**src/design/assert_macros.svh**
```systemverilog
// Assertion macros shared by the LED bit stream encoder modules.
// No dependencies; the checks compile to nothing when SYNTHESIS is defined.
`ifndef ASSERT_MACROS_SVH
`define ASSERT_MACROS_SVH

`ifndef SYNTHESIS
// Clocked check that is switched off while reset is high.
`define LBSE_ASSERT(lbl, clk, rst, prop, msg) \
   lbl: assert property (@(posedge clk) disable iff (rst) (prop)) else $error(msg);
// Clocked check that also holds during reset.
`define LBSE_ASSERT_ALWAYS(lbl, clk, prop, msg) \
   lbl: assert property (@(posedge clk) (prop)) else $error(msg);
`else
`define LBSE_ASSERT(lbl, clk, rst, prop, msg)
`define LBSE_ASSERT_ALWAYS(lbl, clk, prop, msg)
`endif

`endif

```
**src/design/lbse_pkg.sv**
```systemverilog
// Package of the LED bit stream encoder: field widths, request and register codes,
// phase codes and the payload and timing structs. No dependencies.
`timescale 1ns / 1ps

package lbse_pkg;

   localparam int NUM_BYTES_DEF = 12;

   localparam int REQ_W      = 2;
   localparam int BYTE_IDX_W = 4;
   localparam int BYTE_W     = 8;
   localparam int TICK_W     = 16;
   localparam int CSR_IDX_W  = 2;

   // Request codes; the fourth code has no meaning and is ignored.
   localparam logic [REQ_W-1:0] REQ_TICK  = 2'd0;
   localparam logic [REQ_W-1:0] REQ_WRITE = 2'd1;
   localparam logic [REQ_W-1:0] REQ_START = 2'd2;

   // Register indexes.
   localparam logic [CSR_IDX_W-1:0] REG_HIGH_TICKS = 2'd0;
   localparam logic [CSR_IDX_W-1:0] REG_DATA_TICKS = 2'd1;
   localparam logic [CSR_IDX_W-1:0] REG_LOW_TICKS  = 2'd2;

   localparam logic [TICK_W-1:0] HIGH_TICKS_RST = 16'd7;
   localparam logic [TICK_W-1:0] DATA_TICKS_RST = 16'd7;
   localparam logic [TICK_W-1:0] LOW_TICKS_RST  = 16'd11;

   // Phase codes of one bit on the line.
   localparam int PHASE_W = 2;
   localparam logic [PHASE_W-1:0] PH_HIGH = 2'd0;
   localparam logic [PHASE_W-1:0] PH_DATA = 2'd1;
   localparam logic [PHASE_W-1:0] PH_LOW  = 2'd2;

   typedef struct packed {
      logic [REQ_W-1:0]      req_type;
      logic [BYTE_IDX_W-1:0] byte_index;
      logic [BYTE_W-1:0]     byte_value;
   } req_payload_type;

   typedef struct packed {
      logic line_level;
      logic busy_res;
      logic frame_done;
   } rsp_payload_type;

   typedef struct packed {
      logic [TICK_W-1:0] high_ticks;
      logic [TICK_W-1:0] data_ticks;
      logic [TICK_W-1:0] low_ticks;
   } timing_type;

endpackage

```
**src/design/lbse_if.sv**
```systemverilog
// Valid/ready channel interfaces of the LED bit stream encoder.
// Depends on lbse_pkg for the field widths.
`timescale 1ns / 1ps

interface lbse_req_if import lbse_pkg::*; ();
   logic                  valid;
   logic                  ready;
   logic [REQ_W-1:0]      req_type;
   logic [BYTE_IDX_W-1:0] byte_index;
   logic [BYTE_W-1:0]     byte_value;

   modport source (output valid, output req_type, output byte_index, output byte_value,
                   input ready);
   modport sink   (input valid, input req_type, input byte_index, input byte_value,
                   output ready);
endinterface

interface lbse_rsp_if import lbse_pkg::*; ();
   logic valid;
   logic ready;
   logic line_level;
   logic busy_res;
   logic frame_done;

   modport source (output valid, output line_level, output busy_res, output frame_done,
                   input ready);
   modport sink   (input valid, input line_level, input busy_res, input frame_done,
                   output ready);
endinterface

```
**src/design/lbse_csr.sv**
```systemverilog
// Timing registers of the LED bit stream encoder (high, data and low phase lengths).
// Depends on lbse_pkg.
`timescale 1ns / 1ps

module lbse_csr import lbse_pkg::*; (
   input  logic                 clock,
   input  logic                 reset,
   input  logic                 csr_we,
   input  logic [CSR_IDX_W-1:0] csr_index,
   input  logic [TICK_W-1:0]    csr_wdata,
   output timing_type           timing
);

   timing_type timing_ff;
   timing_type timing_in;

   always_comb begin
      timing_in = timing_ff;
      if (csr_we) begin
         case (csr_index)
            REG_HIGH_TICKS: timing_in.high_ticks = csr_wdata;
            REG_DATA_TICKS: timing_in.data_ticks = csr_wdata;
            REG_LOW_TICKS:  timing_in.low_ticks  = csr_wdata;
            default:        timing_in = timing_ff;
         endcase
      end
   end

   always_ff @(posedge clock) begin
      if (reset) begin
         timing_ff.high_ticks <= HIGH_TICKS_RST;
         timing_ff.data_ticks <= DATA_TICKS_RST;
         timing_ff.low_ticks  <= LOW_TICKS_RST;
      end else begin
         timing_ff <= timing_in;
      end
   end

   assign timing = timing_ff;

endmodule

```
**src/design/lbse_ctrl.sv**
```systemverilog
// Frame buffer and waveform sequencer of the LED bit stream encoder.
// Depends on lbse_pkg and assert_macros.svh.
`timescale 1ns / 1ps
`include "assert_macros.svh"

module lbse_ctrl import lbse_pkg::*; #(
   parameter int NUM_BYTES = NUM_BYTES_DEF
) (
   input  logic            clock,
   input  logic            reset,
   input  logic            accept,
   input  req_payload_type req,
   input  timing_type      timing,
   output rsp_payload_type rsp_next
);

   // Only positions reachable by the write index need storage; the rest read as zero.
   localparam int STORE_DEPTH = (NUM_BYTES < (1 << BYTE_IDX_W)) ? NUM_BYTES
                                                                : (1 << BYTE_IDX_W);
   localparam int STORE_IDX_W = $clog2(STORE_DEPTH);
   localparam int POS_W       = $clog2(NUM_BYTES);

   logic [BYTE_W-1:0]  frame_ff [STORE_DEPTH];
   logic               sending_ff, sending_in;
   logic [POS_W-1:0]   byte_pos_ff, byte_pos_in;
   logic [2:0]         bit_pos_ff, bit_pos_in;
   logic [PHASE_W-1:0] phase_ff, phase_in;
   logic [TICK_W-1:0]  phase_count_ff, phase_count_in;

   logic [TICK_W-1:0]  phase_len;
   logic [TICK_W-1:0]  phase_last;
   logic               write_en;
   logic               done;
   logic [BYTE_W-1:0]  cur_byte;

   always_comb begin
      case (phase_ff)
         PH_HIGH: phase_len = timing.high_ticks;
         PH_DATA: phase_len = timing.data_ticks;
         default: phase_len = timing.low_ticks;
      endcase
      // A length of zero behaves as one tick.
      phase_last = (phase_len == '0) ? '0 : phase_len - 16'd1;
   end

   assign write_en = accept && (req.req_type == REQ_WRITE) && !sending_ff &&
                     (32'(req.byte_index) < NUM_BYTES);

   always_comb begin
      sending_in     = sending_ff;
      byte_pos_in    = byte_pos_ff;
      bit_pos_in     = bit_pos_ff;
      phase_in       = phase_ff;
      phase_count_in = phase_count_ff;
      done           = 1'b0;
      if (accept) begin
         case (req.req_type)
            REQ_TICK: begin
               if (sending_ff) begin
                  if (phase_count_ff < phase_last) begin
                     phase_count_in = phase_count_ff + 16'd1;
                  end else begin
                     phase_count_in = '0;
                     case (phase_ff)
                        PH_HIGH: phase_in = PH_DATA;
                        PH_DATA: phase_in = PH_LOW;
                        default: begin
                           phase_in = PH_HIGH;
                           if (bit_pos_ff != 3'd7) begin
                              bit_pos_in = bit_pos_ff + 3'd1;
                           end else begin
                              bit_pos_in = '0;
                              if (byte_pos_ff != POS_W'(NUM_BYTES - 1)) begin
                                 byte_pos_in = byte_pos_ff + POS_W'(1);
                              end else begin
                                 byte_pos_in = '0;
                                 sending_in  = 1'b0;
                                 done        = 1'b1;
                              end
                           end
                        end
                     endcase
                  end
               end
            end
            REQ_START: begin
               if (!sending_ff) begin
                  sending_in     = 1'b1;
                  byte_pos_in    = '0;
                  bit_pos_in     = '0;
                  phase_in       = PH_HIGH;
                  phase_count_in = '0;
               end
            end
            default: begin
               sending_in = sending_ff;
            end
         endcase
      end
   end

   always_ff @(posedge clock) begin
      if (reset) begin
         sending_ff     <= 1'b0;
         byte_pos_ff    <= '0;
         bit_pos_ff     <= '0;
         phase_ff       <= PH_HIGH;
         phase_count_ff <= '0;
         for (int i = 0; i < STORE_DEPTH; i++) begin
            frame_ff[i] <= '0;
         end
      end else begin
         sending_ff     <= sending_in;
         byte_pos_ff    <= byte_pos_in;
         bit_pos_ff     <= bit_pos_in;
         phase_ff       <= phase_in;
         phase_count_ff <= phase_count_in;
         if (write_en) begin
            frame_ff[req.byte_index[STORE_IDX_W-1:0]] <= req.byte_value;
         end
      end
   end

   // Writes never coincide with a refresh, so the stored byte is current here.
   always_comb begin
      if (32'(byte_pos_in) < STORE_DEPTH) begin
         cur_byte = frame_ff[byte_pos_in[STORE_IDX_W-1:0]];
      end else begin
         cur_byte = '0;
      end
      rsp_next.busy_res   = sending_in;
      rsp_next.frame_done = done;
      if (!sending_in) begin
         rsp_next.line_level = 1'b0;
      end else begin
         case (phase_in)
            PH_HIGH: rsp_next.line_level = 1'b1;
            PH_DATA: rsp_next.line_level = cur_byte[3'd7 - bit_pos_in];
            default: rsp_next.line_level = 1'b0;
         endcase
      end
   end

   `LBSE_ASSERT(a_done_ends_refresh, clock, reset, done |=> !sending_ff,
                "frame end did not drop busy")
   `LBSE_ASSERT(a_byte_pos_range, clock, reset, 32'(byte_pos_ff) < NUM_BYTES,
                "byte position beyond the frame")
   `LBSE_ASSERT(a_idle_state_clear, clock, reset,
                !sending_ff |-> (byte_pos_ff == '0 && bit_pos_ff == '0 &&
                                 phase_ff == PH_HIGH && phase_count_ff == '0),
                "sequencer not parked while idle")
   `LBSE_ASSERT(a_no_write_while_busy, clock, reset, write_en |-> !sending_ff,
                "frame buffer written during a refresh")

endmodule

```
**src/design/lbse_out_stage.sv**
```systemverilog
// Result register of the LED bit stream encoder; holds one result until it is taken.
// Depends on lbse_pkg, lbse_if and assert_macros.svh.
`timescale 1ns / 1ps
`include "assert_macros.svh"

module lbse_out_stage import lbse_pkg::*; (
   input  logic            clock,
   input  logic            reset,
   input  logic            load,
   input  rsp_payload_type rsp_next,
   output logic            load_ready,
   lbse_rsp_if.source      rsp_bus
);

   logic            valid_ff, valid_in;
   rsp_payload_type data_ff;

   // The register takes a new result whenever it is empty or its current one leaves in the same cycle.
   assign load_ready = !valid_ff || rsp_bus.ready;

   always_comb begin
      valid_in = valid_ff;
      if (load) begin
         valid_in = 1'b1;
      end else if (rsp_bus.ready) begin
         valid_in = 1'b0;
      end
   end

   always_ff @(posedge clock) begin
      if (reset) begin
         valid_ff <= 1'b0;
      end else begin
         valid_ff <= valid_in;
      end
   end

   always_ff @(posedge clock) begin
      if (load) begin
         data_ff <= rsp_next;
      end
   end

   assign rsp_bus.valid      = valid_ff;
   assign rsp_bus.line_level = data_ff.line_level;
   assign rsp_bus.busy_res   = data_ff.busy_res;
   assign rsp_bus.frame_done = data_ff.frame_done;

   `LBSE_ASSERT(a_load_gives_valid, clock, reset, load |=> valid_ff,
                "loaded result not presented")
   `LBSE_ASSERT(a_no_overwrite, clock, reset, load |-> load_ready,
                "result overwritten before it was taken")

endmodule

```
**src/design/led_bit_stream_encoder_top.sv**
```systemverilog
// Top level of the LED bit stream encoder: channels, timing registers, sequencer, result register.
// Depends on lbse_pkg, lbse_if, lbse_csr, lbse_ctrl and lbse_out_stage.
`timescale 1ns / 1ps

// One-wire LED frame serializer. A write transaction stores a colour byte in the frame
// buffer, a start transaction begins a refresh, and each tick transaction advances the
// line waveform by one tick: every bit is high for high_ticks, then carries the bit value
// for data_ticks, then is low for low_ticks, bytes in buffer order, most significant bit
// first. Each request transaction produces exactly one response transaction that reports
// the line level, the busy flag and a frame-done pulse on the tick that ends the frame.
// The block accepts one transaction per clock cycle while the result register can hold its
// response: the whole sequencer update happens in the cycle of acceptance, and the response
// is available from the result register on the following cycle. The result register frees
// itself in the same cycle it is read, so req_bus.ready follows rsp_bus.ready combinationally
// whenever a result is waiting. Writes and starts during a refresh are ignored, as are writes
// beyond the buffer. The user writes the timing registers through the csr_ port only while
// no transaction is in flight; the block does not enforce this. A change during a refresh
// takes effect on the next tick, which compares the running count against the new length;
// a value of zero acts as one tick. The buffer clears at reset.
module led_bit_stream_encoder_top import lbse_pkg::*; #(
   parameter int NUM_BYTES = NUM_BYTES_DEF
) (
   input  logic                 clock,
   input  logic                 reset,
   lbse_req_if.sink             req_bus,
   lbse_rsp_if.source           rsp_bus,
   input  logic                 csr_we,
   input  logic [CSR_IDX_W-1:0] csr_index,
   input  logic [TICK_W-1:0]    csr_wdata
);

   timing_type      timing;
   req_payload_type req;
   rsp_payload_type rsp_next;
   logic            load_ready;
   logic            accept;

   // A transaction is taken whenever the result register can hold its response.
   assign req_bus.ready = load_ready;
   assign accept        = req_bus.valid && load_ready;

   assign req.req_type   = req_bus.req_type;
   assign req.byte_index = req_bus.byte_index;
   assign req.byte_value = req_bus.byte_value;

   lbse_csr u_csr (
      .clock     (clock),
      .reset     (reset),
      .csr_we    (csr_we),
      .csr_index (csr_index),
      .csr_wdata (csr_wdata),
      .timing    (timing)
   );

   lbse_ctrl #(
      .NUM_BYTES (NUM_BYTES)
   ) u_ctrl (
      .clock    (clock),
      .reset    (reset),
      .accept   (accept),
      .req      (req),
      .timing   (timing),
      .rsp_next (rsp_next)
   );

   lbse_out_stage u_out (
      .clock      (clock),
      .reset      (reset),
      .load       (accept),
      .rsp_next   (rsp_next),
      .load_ready (load_ready),
      .rsp_bus    (rsp_bus)
   );

endmodule

```
**src/flat_wrapper.sv**
```systemverilog
// flat-port wrapper written by rule: the top's interface ports become plain ports
module led_bit_stream_encoder_top_flat import lbse_pkg::*;
#(
   parameter int NUM_BYTES = NUM_BYTES_DEF
)
  (clock, reset, csr_we, csr_index, csr_wdata, req_bus_valid, req_bus_req_type, req_bus_byte_index, req_bus_byte_value, req_bus_ready, rsp_bus_valid, rsp_bus_line_level, rsp_bus_busy_res, rsp_bus_frame_done, rsp_bus_ready);
  lbse_req_if req_bus_i ();
  lbse_rsp_if rsp_bus_i ();
  input  logic clock;
  input  logic reset;
  input  logic csr_we;
  input  logic [CSR_IDX_W-1:0] csr_index;
  input  logic [TICK_W-1:0] csr_wdata;
  input wire logic [$bits(req_bus_i.valid)-1:0] req_bus_valid;
  input wire logic [$bits(req_bus_i.req_type)-1:0] req_bus_req_type;
  input wire logic [$bits(req_bus_i.byte_index)-1:0] req_bus_byte_index;
  input wire logic [$bits(req_bus_i.byte_value)-1:0] req_bus_byte_value;
  output wire logic [$bits(req_bus_i.ready)-1:0] req_bus_ready;
  output wire logic [$bits(rsp_bus_i.valid)-1:0] rsp_bus_valid;
  output wire logic [$bits(rsp_bus_i.line_level)-1:0] rsp_bus_line_level;
  output wire logic [$bits(rsp_bus_i.busy_res)-1:0] rsp_bus_busy_res;
  output wire logic [$bits(rsp_bus_i.frame_done)-1:0] rsp_bus_frame_done;
  input wire logic [$bits(rsp_bus_i.ready)-1:0] rsp_bus_ready;
  assign req_bus_i.valid = req_bus_valid;
  assign req_bus_i.req_type = req_bus_req_type;
  assign req_bus_i.byte_index = req_bus_byte_index;
  assign req_bus_i.byte_value = req_bus_byte_value;
  assign req_bus_ready = req_bus_i.ready;
  assign rsp_bus_valid = rsp_bus_i.valid;
  assign rsp_bus_line_level = rsp_bus_i.line_level;
  assign rsp_bus_busy_res = rsp_bus_i.busy_res;
  assign rsp_bus_frame_done = rsp_bus_i.frame_done;
  assign rsp_bus_i.ready = rsp_bus_ready;
  led_bit_stream_encoder_top #(.NUM_BYTES(NUM_BYTES)) u_core (.clock(clock), .reset(reset), .req_bus(req_bus_i), .rsp_bus(rsp_bus_i), .csr_we(csr_we), .csr_index(csr_index), .csr_wdata(csr_wdata));
endmodule
```
**config.mk**
```make
export PLATFORM = sky130hd
export DESIGN_NAME = led_bit_stream_encoder_top_flat
export DESIGN_NICKNAME = d
export VERILOG_FILES = /design/src/design/lbse_pkg.sv /design/src/design/lbse_if.sv /design/src/design/lbse_csr.sv /design/src/design/lbse_ctrl.sv /design/src/design/lbse_out_stage.sv /design/src/design/led_bit_stream_encoder_top.sv /design/src/flat_wrapper.sv
export VERILOG_INCLUDE_DIRS = /design/src /design/src/design
export SDC_FILE = /design/constraint.sdc
export NUM_CORES = 1
export LEC_CHECK = 0
export BUFFER_PORTS_ARGS = -buffer_cell sky130_fd_sc_hd__buf_4
export CAP_MARGIN = 0
export CORE_MARGIN = 2
export CORE_UTILIZATION = 45
export CTS_BUF_LIST = sky130_fd_sc_hd__clkbuf_16
export CTS_CLUSTER_DIAMETER = 200
export DETAILED_ROUTE_END_ITERATION = 12
export PLACE_DENSITY = 0.6
export RECOVER_POWER = 25
export SLEW_MARGIN = 20
export SYNTH_ARGS = -nofsm -noshare
export SYNTH_HDL_FRONTEND = slang
export SYNTH_SLANG_ARGS = --single-unit
```
**constraint.sdc**
```tcl
create_clock -name clock -period 7.41 [get_ports clock]
set_input_delay 0.3705 -clock clock [delete_from_list [all_inputs] [get_ports clock]]
set_output_delay 0.3705 -clock clock [all_outputs]
set_load 0.02 [all_outputs]
```
==> impl_summary.log, run 1 <==
[metrics] Longest Clk Path Bufs: 3
[metrics] number of synthesized flops with an enable pin: 131
[metrics] setup repair after global routing missed its margin: no
[metrics] Leak Pwr: 0.00474 µW
[metrics] total setup buffers inserted after CTS: 0
[metrics] Std-Cell Core Area: between 20000 and 25000 µm²
[metrics] TritonCTS clock tree: built
[metrics] netlist area before placement: about 11000 µm²
[metrics] count of state elements after synthesis: just over 200
[metrics] setup violation total in the final timing report: 0
[metrics] overall overflow remaining after global route: 0
[metrics] worst ir drop on vdd: 0.171 mV
[metrics] I/O Pins: 42
[metrics] initial antenna violation count: 0
[metrics] worst clock skew: roughly 12 ps
[metrics] share of cells above drive strength 1: ~11%
[metrics] multi-input gate area in the final layout: 4910 µm²
[metrics] first-pass GRT wire length: 41100 µm
[metrics] max incr delay on CP: 710 ps
[metrics] Max transition margin: -99.4%
[metrics] 1st-pass router iterations: 5
[metrics] post-detailed-placement half-perimeter wirelength: 18000 µm
[metrics] M2 GR Usage: 36.9%
[metrics] number of global-route vias before repair: 7467
[metrics] number of instances in the synthesized netlist: 1028
[metrics] Die Outline Area: between 20000 and 25000 µm²
[metrics] final total negative setup slack: 0 ps
[metrics] post-layout minimum cycle time: 6780 ps
[metrics] total number of nets in the final design: around 1100
[metrics] remaining routing DRC violations: 0
[metrics] CP Max Fanout: 24
[metrics] Finished Core Util: 51.9%
[metrics] filler cell count in the final layout: 2090
[metrics] max-slew violations: 65
[metrics] post-DR wirelength/cell: 18.6 µm
[metrics] Detail Route Antenna Nets: 0
[metrics] number of instances resized during post-cts repair: 0
[metrics] slowest cell on the critical path: sky130_fd_sc_hd__dfxtp_1
[metrics] Mean Syn Cell Area: 10.2 µm²
[metrics] outcome: finished with violations
[metrics] final non-filler cell total: 1408
[metrics] violations in the final reports: max-capacitance violations, max-slew violations
[metrics] source-to-sink clock delay at the later pin of the worst-skew pair: 510 ps
[metrics] Achievable Freq: 147 MHz
[metrics] vertical extent of the die: around 160 µm
[metrics] Routed Wire Length: 26100 µm
[metrics] starting density of the core: 46.2%
[metrics] critical path cell sequence: buf_4, mux2i_1, nor2_1, a21oi_1, nand3_1, nor2_1, nand2_1, or3_1, a21o_1, ha_1, a21oi_1, o21ai_0, a211oi_1, nor2_1, or2_2, o211a_4, nor2_4, buf_12, mux2_2, o21ai_0, a311oi_1, a311oi_1, a21oi_1
[metrics] sequential cell area fraction in the yosys report: 51.6%
[metrics] GRT busiest layer: met2
[metrics] count of H-tree levels built during CTS: 1
[metrics] maxcap violations: 1
[metrics] Tot Pwr: 2490 µW
[metrics] crit start category: flop
[metrics] RD Place Congestion: around 0.86
[metrics] sequential standard cell area: 5440 µm²
[metrics] met3 Track Usage GR: 3.99%
[metrics] DIE WIDTH: 157 µm
[metrics] power per cell area: 211 nW/µm²
[metrics] Clk pin slew, worst setup/hold paths: roughly 60 ps
[metrics] largest net degree at the start of global routing: 65
[metrics] Tightest Hold Check Type: input port to flop
[metrics] vias after detailed routing: between 7000 and 8000
[metrics] met1 Track Usage GR: between 20% and 30%
[metrics] number of distinct library cell variants in the gate-level netlist after synthesis: 83
[metrics] global routing usage summed across all routing layers: 21.7%
[metrics] Top FF cell, synth: sky130_fd_sc_hd__edfxtp_1
[metrics] final period utilization: 91.5%
[metrics] number of vias per cell after detailed routing: around 5.4
[metrics] Root Driver: sky130_fd_sc_hd__clkbuf_16
[metrics] fraction of registers with async set or reset after synthesis: 0%
[metrics] CTS sink cnt: 206
[metrics] # port buffers: 41
[metrics] Post-CTS Hold Fix Bufs: 0
[metrics] arrival time worst endpoint: 7030 ps
[metrics] row cnt: 55
[metrics] Synth Warn #: 0
[metrics] critical path class: flop to flop
[metrics] kind of end point of the critical path: flop
[metrics] post-placement cell count: approximately 1400
[metrics] Area growth, synth to finish: 12.3%
[metrics] slew of the pin with the lowest slew margin: around 3000 ps
[metrics] drt initial violations: ~650
[metrics] Final Hold Fails: 0
[metrics] WP data required: 7660 ps
[metrics] antenna fix cells: 0
[metrics] number of buffers created by CTS: 23
-- Yosys cell counts, types with 13 or more instances --
| master | instances | area, µm² |
|---|---|---|
| sky130_fd_sc_hd__mux2i_1 | 60 | 601 |
| sky130_fd_sc_hd__nand3b_1 | 24 | 180 |
| sky130_fd_sc_hd__or2_2 | 13 | 81.3 |
| sky130_fd_sc_hd__and2_1 | 97 | 607 |
| sky130_fd_sc_hd__nand3_1 | 23 | 115 |
| sky130_fd_sc_hd__clkbuf_1 | 36 | 135 |
| sky130_fd_sc_hd__nand2_1 | 181 | 679 |
| sky130_fd_sc_hd__o21ai_0 | 33 | 165 |
| sky130_fd_sc_hd__a21oi_1 | 77 | 385 |
| sky130_fd_sc_hd__edfxtp_1 | 131 | 3930 |
| sky130_fd_sc_hd__and3_1 | 17 | 106 |
| sky130_fd_sc_hd__ha_1 | 21 | 263 |
| sky130_fd_sc_hd__dfxtp_1 | 75 | 1500 |
| sky130_fd_sc_hd__nor2_1 | 57 | 214 |
-- flip-flops by register name, summed over array words and instances, names as in the netlist, 2 cells and up --
| register | count |
|---|---|
| u_core.u_csr.timing | 48 |
| u_core.u_ctrl.byte_pos_ff | 4 |
| u_core.u_ctrl.bit_pos_ff | 3 |
| u_core.u_ctrl.phase_count_ff | 16 |
| u_core.u_ctrl.phase_ff | 2 |
| u_core.u_ctrl.frame_ff | 128 |
-- stage by stage --
stage | instance area (µm²) | hold WS (ps) | setup slack (ps)
after detailed placement | 11200 | 446 | 618
after global placement | 11200 | 438 | 789
after global routing | 11800 | 84.9 | 38.1
final | 11800 | 103 | 627
after CTS | 11900 | 84.2 | 650
after floorplan | 10600 | 432 | 1770
-- routing by layer --
metal  vias up  wire [µm]
met2       177      12500
li1       3765          -
met1      3655      11300
met5         -          0
met4         0        985
met3        59       1360
-- critical path: cells and delay by family (launching register included) --
family,cells,cell delay [ps]
fa+ha+maj,1,320
compound gates,10,2250
buf+inv,2,560
simple gates,8,2170
flops,1,710
mux,2,540
-- placed cells by master, fill, tap and decap left out, types with 6 or more instances in the layout --
| master | n |
|---|---|
| sky130_fd_sc_hd__a21oi_1 | 77 |
| sky130_fd_sc_hd__a32oi_1 | 6 |
| sky130_fd_sc_hd__and2_1 | 97 |
| sky130_fd_sc_hd__and3_1 | 17 |
| sky130_fd_sc_hd__buf_4 | 39 |
| sky130_fd_sc_hd__clkbuf_1 | 10 |
| sky130_fd_sc_hd__clkbuf_16 | 24 |
| sky130_fd_sc_hd__conb_1 | 32 |
| sky130_fd_sc_hd__dfxtp_1 | 75 |
| sky130_fd_sc_hd__edfxtp_1 | 131 |
| sky130_fd_sc_hd__ha_1 | 21 |
| sky130_fd_sc_hd__inv_1 | 13 |
| sky130_fd_sc_hd__mux2_1 | 6 |
| sky130_fd_sc_hd__mux2_2 | 6 |
| sky130_fd_sc_hd__mux2i_1 | 60 |
| sky130_fd_sc_hd__nand2_1 | 181 |
| sky130_fd_sc_hd__nand3_1 | 23 |
| sky130_fd_sc_hd__nand3b_1 | 24 |
| sky130_fd_sc_hd__nand4_1 | 10 |
| sky130_fd_sc_hd__nor2_1 | 57 |
| sky130_fd_sc_hd__nor3_1 | 9 |
| sky130_fd_sc_hd__o211ai_1 | 6 |
| sky130_fd_sc_hd__o21ai_0 | 33 |
| sky130_fd_sc_hd__or2_2 | 13 |
| sky130_fd_sc_hd__or3_1 | 6 |
| sky130_fd_sc_hd__xor2_1 | 7 |
-- final timing paths --
| kind | start | endpoint | slack (ps) | cells after the start |
|---|---|---|---|---|
| hold reg to reg | u_core.u_csr.timing[44]$_SDFFE_PP0P_ | u_core.u_csr.timing[44]$_SDFFE_PP0P_ | 450 | 2 |
| setup reg to reg | u_core.u_ctrl.phase_ff[0]$_SDFF_PP0_ | u_core.u_out.rsp_bus.line_level$_SDFFCE_PN0P_ | 630 | 23 |
| setup / recovery | u_core.u_ctrl.phase_ff[0]$_SDFF_PP0_ | u_core.u_out.rsp_bus.line_level$_SDFFCE_PN0P_ | 630 | 23 |
| hold / removal | csr_wdata[0] | u_core.u_csr.timing[16]$_SDFFE_PP1P_ | 100 | 3 |
-- where the power goes --
| part | switching (µW) | internal [µW] | total (µW) |
|---|---|---|---|
| combinational | 92.7 | 44.4 | 137 |
| sequential | 16.7 | 1260 | 1280 |
| clock | 457 | 620 | 1080 |
-- cell families (layout without fill, tap and decap cells) --
group / count (synthesis) / after routing / share of synthesized area, %
xor gates and xnor gates: 10 / 10 / 0.832
muxes: 78 / 78 / 7.95
AOI/OAI and AO/OA: 178 / 178 / 11.2
and+or+nand+nor: 470 / 470 / 22.9
buffers and inverters: 64 / 100 / 2.97
DFF: 206 / 206 / 51.6
adders and majority gates: 21 / 21 / 2.50
other: 1 / 32 / 0.0356
-- layout make-up --
cell class	instances	share of cell area, %
flip-flops and latches	206	45.9
multi-input cells	789	41.5
clock buffers	24	5.08
well taps	313	3.31
repair buffers	50	2.96
clock inverters	17	0.920
inverters	9	0.286
Power figures use the tool's default switching activity.
==> run 2, diff against run 1 <==
--- a/config.mk
+++ b/config.mk
@@ -13,6 +13,7 @@
 export CTS_BUF_LIST = sky130_fd_sc_hd__clkbuf_16
 export CTS_CLUSTER_DIAMETER = 200
 export DETAILED_ROUTE_END_ITERATION = 12
+export GPL_TIMING_DRIVEN = 0
 export PLACE_DENSITY = 0.6
 export RECOVER_POWER = 25
 export SLEW_MARGIN = 20
==> impl_summary.log, run 2 (same netlist as run 1, synthesis figures left out) <==
[metrics] outcome: completed
[metrics] final period utilization: 94.8%
[metrics] WP data required: between 7000 and 8000 ps
[metrics] setup violation total in the final timing report: 0
[metrics] vertical extent of the die: 157 µm
[metrics] worst clock skew: 15.3 ps
[metrics] number of buffers created by CTS: 23
[metrics] number of global-route vias before repair: 7603
[metrics] crit start category: flop
[metrics] total setup buffers inserted after CTS: 0
[metrics] max-slew violations: 0
[metrics] Root Driver: sky130_fd_sc_hd__clkbuf_16
[metrics] post-detailed-placement half-perimeter wirelength: just under 20000 µm
[metrics] Clk pin slew, worst setup/hold paths: 70 ps
[metrics] power per cell area: around 210 nW/µm²
[metrics] RD Place Congestion: a little under 0.9
[metrics] Detail Route Antenna Nets: 0
[metrics] overall overflow remaining after global route: 0
[metrics] initial antenna violation count: 0
[metrics] Std-Cell Core Area: between 20000 and 25000 µm²
[metrics] share of cells above drive strength 1: 11.2%
[metrics] met2 wire length: between 10000 and 15000 µm
[metrics] Post-CTS Hold Fix Bufs: 0
[metrics] count of H-tree levels built during CTS: 1
[metrics] post-DR wirelength/cell: 19.3 µm
[metrics] kind of end point of the critical path: flop
[metrics] Max transition margin: 33.5%
[metrics] Tightest Hold Check Type: input port to flop
[metrics] Achievable Freq: 142 MHz
[metrics] DIE WIDTH: between 150 and 200 µm
[metrics] starting density of the core: 46.2%
[metrics] Longest Clk Path Bufs: 3
[metrics] vias after detailed routing: 7969
[metrics] maxcap violations: 0
[metrics] final total negative setup slack: 0 ps
[metrics] Area growth, synth to finish: 13.9%
[metrics] TritonCTS clock tree: built
[metrics] Met1 Wirelength: around 12000 µm
[metrics] max layer used: met4
[metrics] number of instances resized during post-cts repair: 0
[metrics] worst ir drop on vdd: 0.144 mV
[metrics] arrival time worst endpoint: between 7000 and 8000 ps
[metrics] global routing usage summed across all routing layers: between 20 and 25%
[metrics] 1st-pass router iterations: 5
[metrics] post-layout minimum cycle time: 7030 ps
[metrics] leading cell type in the layout, fill and taps excluded: sky130_fd_sc_hd__nand2_1
[metrics] remaining routing DRC violations: 0
[metrics] Routed Wire Length: 28000 µm
[metrics] CTS sink cnt: 206
[metrics] drt initial violations: between 600 and 700
[metrics] setup repair after global routing missed its margin: no
[metrics] I/O Pins: 42
[metrics] source-to-sink clock delay at the later pin of the worst-skew pair: about 530 ps
[metrics] Die Outline Area: 24600 µm²
[metrics] largest reg by FF count: u_core.u_ctrl.frame_ff
[metrics] first-pass GRT wire length: 43100 µm
[metrics] worst-case hold slack: 86.6 ps
[metrics] number of flip-flops under the largest register name: 128
[metrics] Leak Pwr: around 0.0048 µW
[metrics] critical path class: flop to flop
[metrics] sum of met3 wire segment lengths after detailed routing: 1400 µm
[metrics] row cnt: 55
[metrics] largest net degree at the start of global routing: 14
[metrics] commonest cells after routing, fill and taps aside: sky130_fd_sc_hd__nand2_1 (181), sky130_fd_sc_hd__edfxtp_1 (131), sky130_fd_sc_hd__and2_1 (97)
[metrics] CP Max Fanout: 10
[metrics] slew of the pin with the lowest slew margin: roughly 990 ps
[metrics] total number of nets in the final design: 1181
[metrics] Final Hold Fails: 0
[metrics] antenna fix cells: 0
[metrics] number of vias per cell after detailed routing: around 5.5
[metrics] filler cell count in the final layout: about 2100
[metrics] # port buffers: 39
[run 2: power breakdown]
group          internal, µW  leakage (µW)  switching [µW]  total (µW)
Clock                   604      0.000365             487        1090
Sequential             1260       0.00198            12.9        1270
Combinational          44.4       0.00243            94.6         139
[run 2: area by class of cell]
class | count | area [µm²] | share of cell area (%)
repair buffers | 39 | 240 | 2.00
well taps | 313 | 392 | 3.26
clock inverters | 18 | 128 | 1.06
multi-input cells | 789 | 4910 | 40.9
inverters | 9 | 33.8 | 0.282
clock buffers | 23 | 576 | 4.80
flip-flops and latches | 206 | 5440 | 45.3
plain buffers | 55 | 280 | 2.34
[run 2: final timing paths]
kind / start / to / slack, ps / depth (start not counted)
min reg2reg: u_core.u_csr.timing[44]$_SDFFE_PP0P_ / u_core.u_csr.timing[44]$_SDFFE_PP0P_ / 450 / 2
max reg2reg: u_core.u_ctrl.phase_ff[1]$_SDFF_PP0_ / u_core.u_out.rsp_bus.line_level$_SDFFCE_PN0P_ / 380 / 23
max: u_core.u_ctrl.phase_ff[1]$_SDFF_PP0_ / u_core.u_out.rsp_bus.line_level$_SDFFCE_PN0P_ / 380 / 23
min: req_bus_valid / u_core.u_out.rsp_bus.valid$_SDFFE_PP0P_ / 90 / 3
[run 2: routing by layer]
layer  global-route usage, %  vias up
met2                    39.5      204
met3                    3.41       75
li1                        -     3847
met1                    29.2     3843
met5                       0        -
met4                    8.96        0
[run 2: metrics by stage]
step / util [%] / setup WS, ps / power [µW] / cells / instance area, µm²
finish: 52.7 / 383 / 2500 / 1452 / 12000
global route: 52.7 / 12.0 / 2580 / 1452 / 12000
CTS: 52.8 / 192 / 2520 / 1452 / 12000
detailed placement: 49.7 / 248 / 1440 / 1411 / 11300
global placement: 49.7 / 298 / 1440 / 1411 / 11300
floorplan: - / 1770 / 1370 / 1059 / 10600
[run 2: worst max-delay path, cell delays in order (launching register included)]
cell and delay, ps:
sky130_fd_sc_hd__dfxtp_1 340, sky130_fd_sc_hd__clkbuf_1 370, sky130_fd_sc_hd__clkbuf_2 320, sky130_fd_sc_hd__nor2_1 80
sky130_fd_sc_hd__a21oi_1 270, sky130_fd_sc_hd__ha_1 210, sky130_fd_sc_hd__o211ai_1 80, sky130_fd_sc_hd__a2111oi_1 440
sky130_fd_sc_hd__or4b_4 610, sky130_fd_sc_hd__clkbuf_1 240, sky130_fd_sc_hd__nand2_1 130, sky130_fd_sc_hd__ha_1 240
sky130_fd_sc_hd__a2111oi_0 640, sky130_fd_sc_hd__a21oi_1 180, sky130_fd_sc_hd__or2_2 390, sky130_fd_sc_hd__o31ai_2 500
sky130_fd_sc_hd__nor2_4 150, sky130_fd_sc_hd__buf_6 210, sky130_fd_sc_hd__nor2_1 350, sky130_fd_sc_hd__a32oi_1 240
sky130_fd_sc_hd__a32oi_1 200, sky130_fd_sc_hd__o21bai_1 90, sky130_fd_sc_hd__a311oi_1 340, sky130_fd_sc_hd__a21oi_1 130
==> run 3, diff against run 2 <==
--- a/config.mk
+++ b/config.mk
@@ -9,12 +9,12 @@
 export BUFFER_PORTS_ARGS = -buffer_cell sky130_fd_sc_hd__buf_4
 export CAP_MARGIN = 0
 export CORE_MARGIN = 2
-export CORE_UTILIZATION = 45
+export CORE_UTILIZATION = 62
 export CTS_BUF_LIST = sky130_fd_sc_hd__clkbuf_16
 export CTS_CLUSTER_DIAMETER = 200
 export DETAILED_ROUTE_END_ITERATION = 12
 export GPL_TIMING_DRIVEN = 0
-export PLACE_DENSITY = 0.6
+export PLACE_DENSITY = 0.79
 export RECOVER_POWER = 25
 export SLEW_MARGIN = 20
 export SYNTH_ARGS = -nofsm -noshare
==> impl_summary.log, run 3 (same netlist as run 1, synthesis figures left out) <==
[metrics] number of global-route vias before repair: slightly below 8000
[metrics] kind of end point of the critical path: flop
[metrics] setup violation total in the final timing report: 0
[metrics] post-layout minimum cycle time: 7100 ps
[metrics] CP Max Fanout: 10
[metrics] DIE WIDTH: 134 µm
[metrics] Max transition margin: 34.9%
[metrics] maxcap violations: 0
[metrics] crit start category: flop
[metrics] number of buffers created by CTS: 22
[metrics] Achievable Freq: 141 MHz
[metrics] total number of nets in the final design: 1180
[metrics] Comb power frac: 5.7%
[metrics] Clk pin slew, worst setup/hold paths: ~70 ps
[metrics] source-to-sink clock delay at the later pin of the worst-skew pair: 500 ps
[metrics] CTS sink cnt: 206
[metrics] number of vias per cell after detailed routing: between 6 and 7
[metrics] post-DR wirelength/cell: slightly below 20 µm
[metrics] drt initial violations: 629
[metrics] 1st-pass router iterations: 7
[metrics] Root Driver: sky130_fd_sc_hd__clkbuf_16
[metrics] final period utilization: 95.8%
[metrics] Final Hold Fails: 0
[metrics] power spent charging and discharging nets: 550 µW
[metrics] final worst setup slack: between 300 and 400 ps
[metrics] I/O Pins: 42
[metrics] vertical extent of the die: 134 µm
[metrics] count of H-tree levels built during CTS: 1
[metrics] first-pass GRT wire length: 40800 µm
[metrics] largest net degree at the start of global routing: 14
[metrics] worst ir drop on vdd: between 0.15 and 0.2 mV
[metrics] fraction of power consumed by the clock network: 42.1%
[metrics] share of cells above drive strength 1: 10.9%
[metrics] internal power: 1880 µW
[metrics] Tot Pwr: 2430 µW
[metrics] critical path class: flop to flop
[metrics] commonest cells after routing, fill and taps aside: sky130_fd_sc_hd__nand2_1 (181), sky130_fd_sc_hd__edfxtp_1 (131), sky130_fd_sc_hd__and2_1 (97)
[metrics] largest reg by FF count: u_core.u_ctrl.frame_ff
[metrics] slowest cell on the critical path: sky130_fd_sc_hd__or4b_4
[metrics] row cnt: 47
[metrics] Longest Clk Path Bufs: 3
[metrics] cell type group with the largest total delay on the critical path: compound AO/OA/AOI/OAI gates
[metrics] global routing usage summed across all routing layers: 29.5%
[metrics] WP data required: 7650 ps
[metrics] Die Outline Area: 18000 µm²
[metrics] proportion of power drawn by flip-flops and latches: a little over half
[metrics] post-detailed-placement half-perimeter wirelength: roughly 19000 µm
[metrics] leading cell type in the layout, fill and taps excluded: sky130_fd_sc_hd__nand2_1
[metrics] most common cell type on the critical path: sky130_fd_sc_hd__a21oi_1
[metrics] power per cell area: 206 nW/µm²
[metrics] number of buffers and inverters on the critical path: 4
[metrics] Leak Pwr: 0.00477 µW
[metrics] overall overflow remaining after global route: 0
[metrics] max incr delay on CP: 600 ps
[metrics] antenna fix cells: 0
[metrics] arrival time worst endpoint: 7350 ps
[metrics] Area growth, synth to finish: 12.4%
[metrics] remaining routing DRC violations: 0
[metrics] initial antenna violation count: 0
[metrics] outcome: completed
[metrics] Tightest Hold Check Type: input port to flop
[metrics] final total negative setup slack: 0 ps
[metrics] worst clock skew: approximately 11 ps
[metrics] starting density of the core: 63.5%
[metrics] max-slew violations: 0
[metrics] vias after detailed routing: 8223
[metrics] slew of the pin with the lowest slew margin: 969 ps
[metrics] RD Place Congestion: between 0.9 and 1
[metrics] # port buffers: 39
[metrics] Std-Cell Core Area: around 17000 µm²
[metrics] number of flip-flops under the largest register name: roughly 130
[metrics] TritonCTS clock tree: built
[metrics] Detail Route Antenna Nets: 0
[metrics] Net Sw Frac: between 20% and 30%
[metrics] placement-stage worst setup slack: 358 ps
[metrics] Routed Wire Length: about 27000 µm
run 3: final timing paths:
| path | from | end | slack, ps | cells after the start |
|---|---|---|---|---|
| setup / recovery | u_core.u_ctrl.phase_ff[1]$_SDFF_PP0_ | u_core.u_out.rsp_bus.line_level$_SDFFCE_PN0P_ | 310 | 25 |
| hold / removal | csr_wdata[3] | u_core.u_csr.timing[3]$_SDFFE_PP1P_ | 110 | 3 |
| hold reg to reg | u_core.u_csr.timing[39]$_SDFFE_PP0P_ | u_core.u_csr.timing[39]$_SDFFE_PP0P_ | 450 | 2 |
| setup reg to reg | u_core.u_ctrl.phase_ff[1]$_SDFF_PP0_ | u_core.u_out.rsp_bus.line_level$_SDFFCE_PN0P_ | 310 | 25 |
run 3: per-layer routing:
| metal | global-route usage, % | vias to the layer above | wire [µm] |
|---|---|---|---|
| met5 | 0 | - | 0 |
| met4 | 14.3 | 0 | 1220 |
| met3 | 3.63 | 88 | 1870 |
| met2 | 51.6 | 349 | 13300 |
| met1 | 36.3 | 3947 | 10500 |
| li1 | - | 3839 | - |
run 3: what timing repair did:
action,4_1_cts,5_1_grt
hold buffers,0,0
resized for setup,0,3
setup endpoints to repair,0,1
setup buffers,0,0
run 3: stage by stage:
stage | std cells | hold WS (ps) | utilization (%) | instance area (µm²)
4_1_cts | 1358 | 80.4 | 71.7 | 11900
3_3_place_gp | 1318 | 440 | 67.6 | 11200
3_5_place_dp | 1318 | 447 | 67.6 | 11200
2_1_floorplan | 1059 | 432 | - | 10600
5_1_grt | 1358 | 119 | 71.4 | 11800
6_report | 1358 | 115 | 71.4 | 11800
run 3: area by class of cell:
class / instances / area [µm²]
plain buffers: 55 / 280
clock buffers: 24 / 601
clock inverters: 16 / 72.6
fillers: 1239 / 4750
inverters: 9 / 33.8
multi-input cells: 789 / 4900
flip-flops and latches: 206 / 5440
well taps: 220 / 275
repair buffers: 39 / 240
run 3: power by group through the flow:
stage	logic [µW]	clock network, µW	registers [µW]
finish	138	1020	1270
global route	152	1070	1270
CTS	139	1030	1270
detailed placement	139	0	1300
global placement	136	0	1290
floorplan	80.2	0	1290
run 3: worst min-delay path, stage by stage:
cell                       delay [ps]
sky130_fd_sc_hd__buf_4            100
sky130_fd_sc_hd__nand2_1           40
sky130_fd_sc_hd__nand3b_1          60
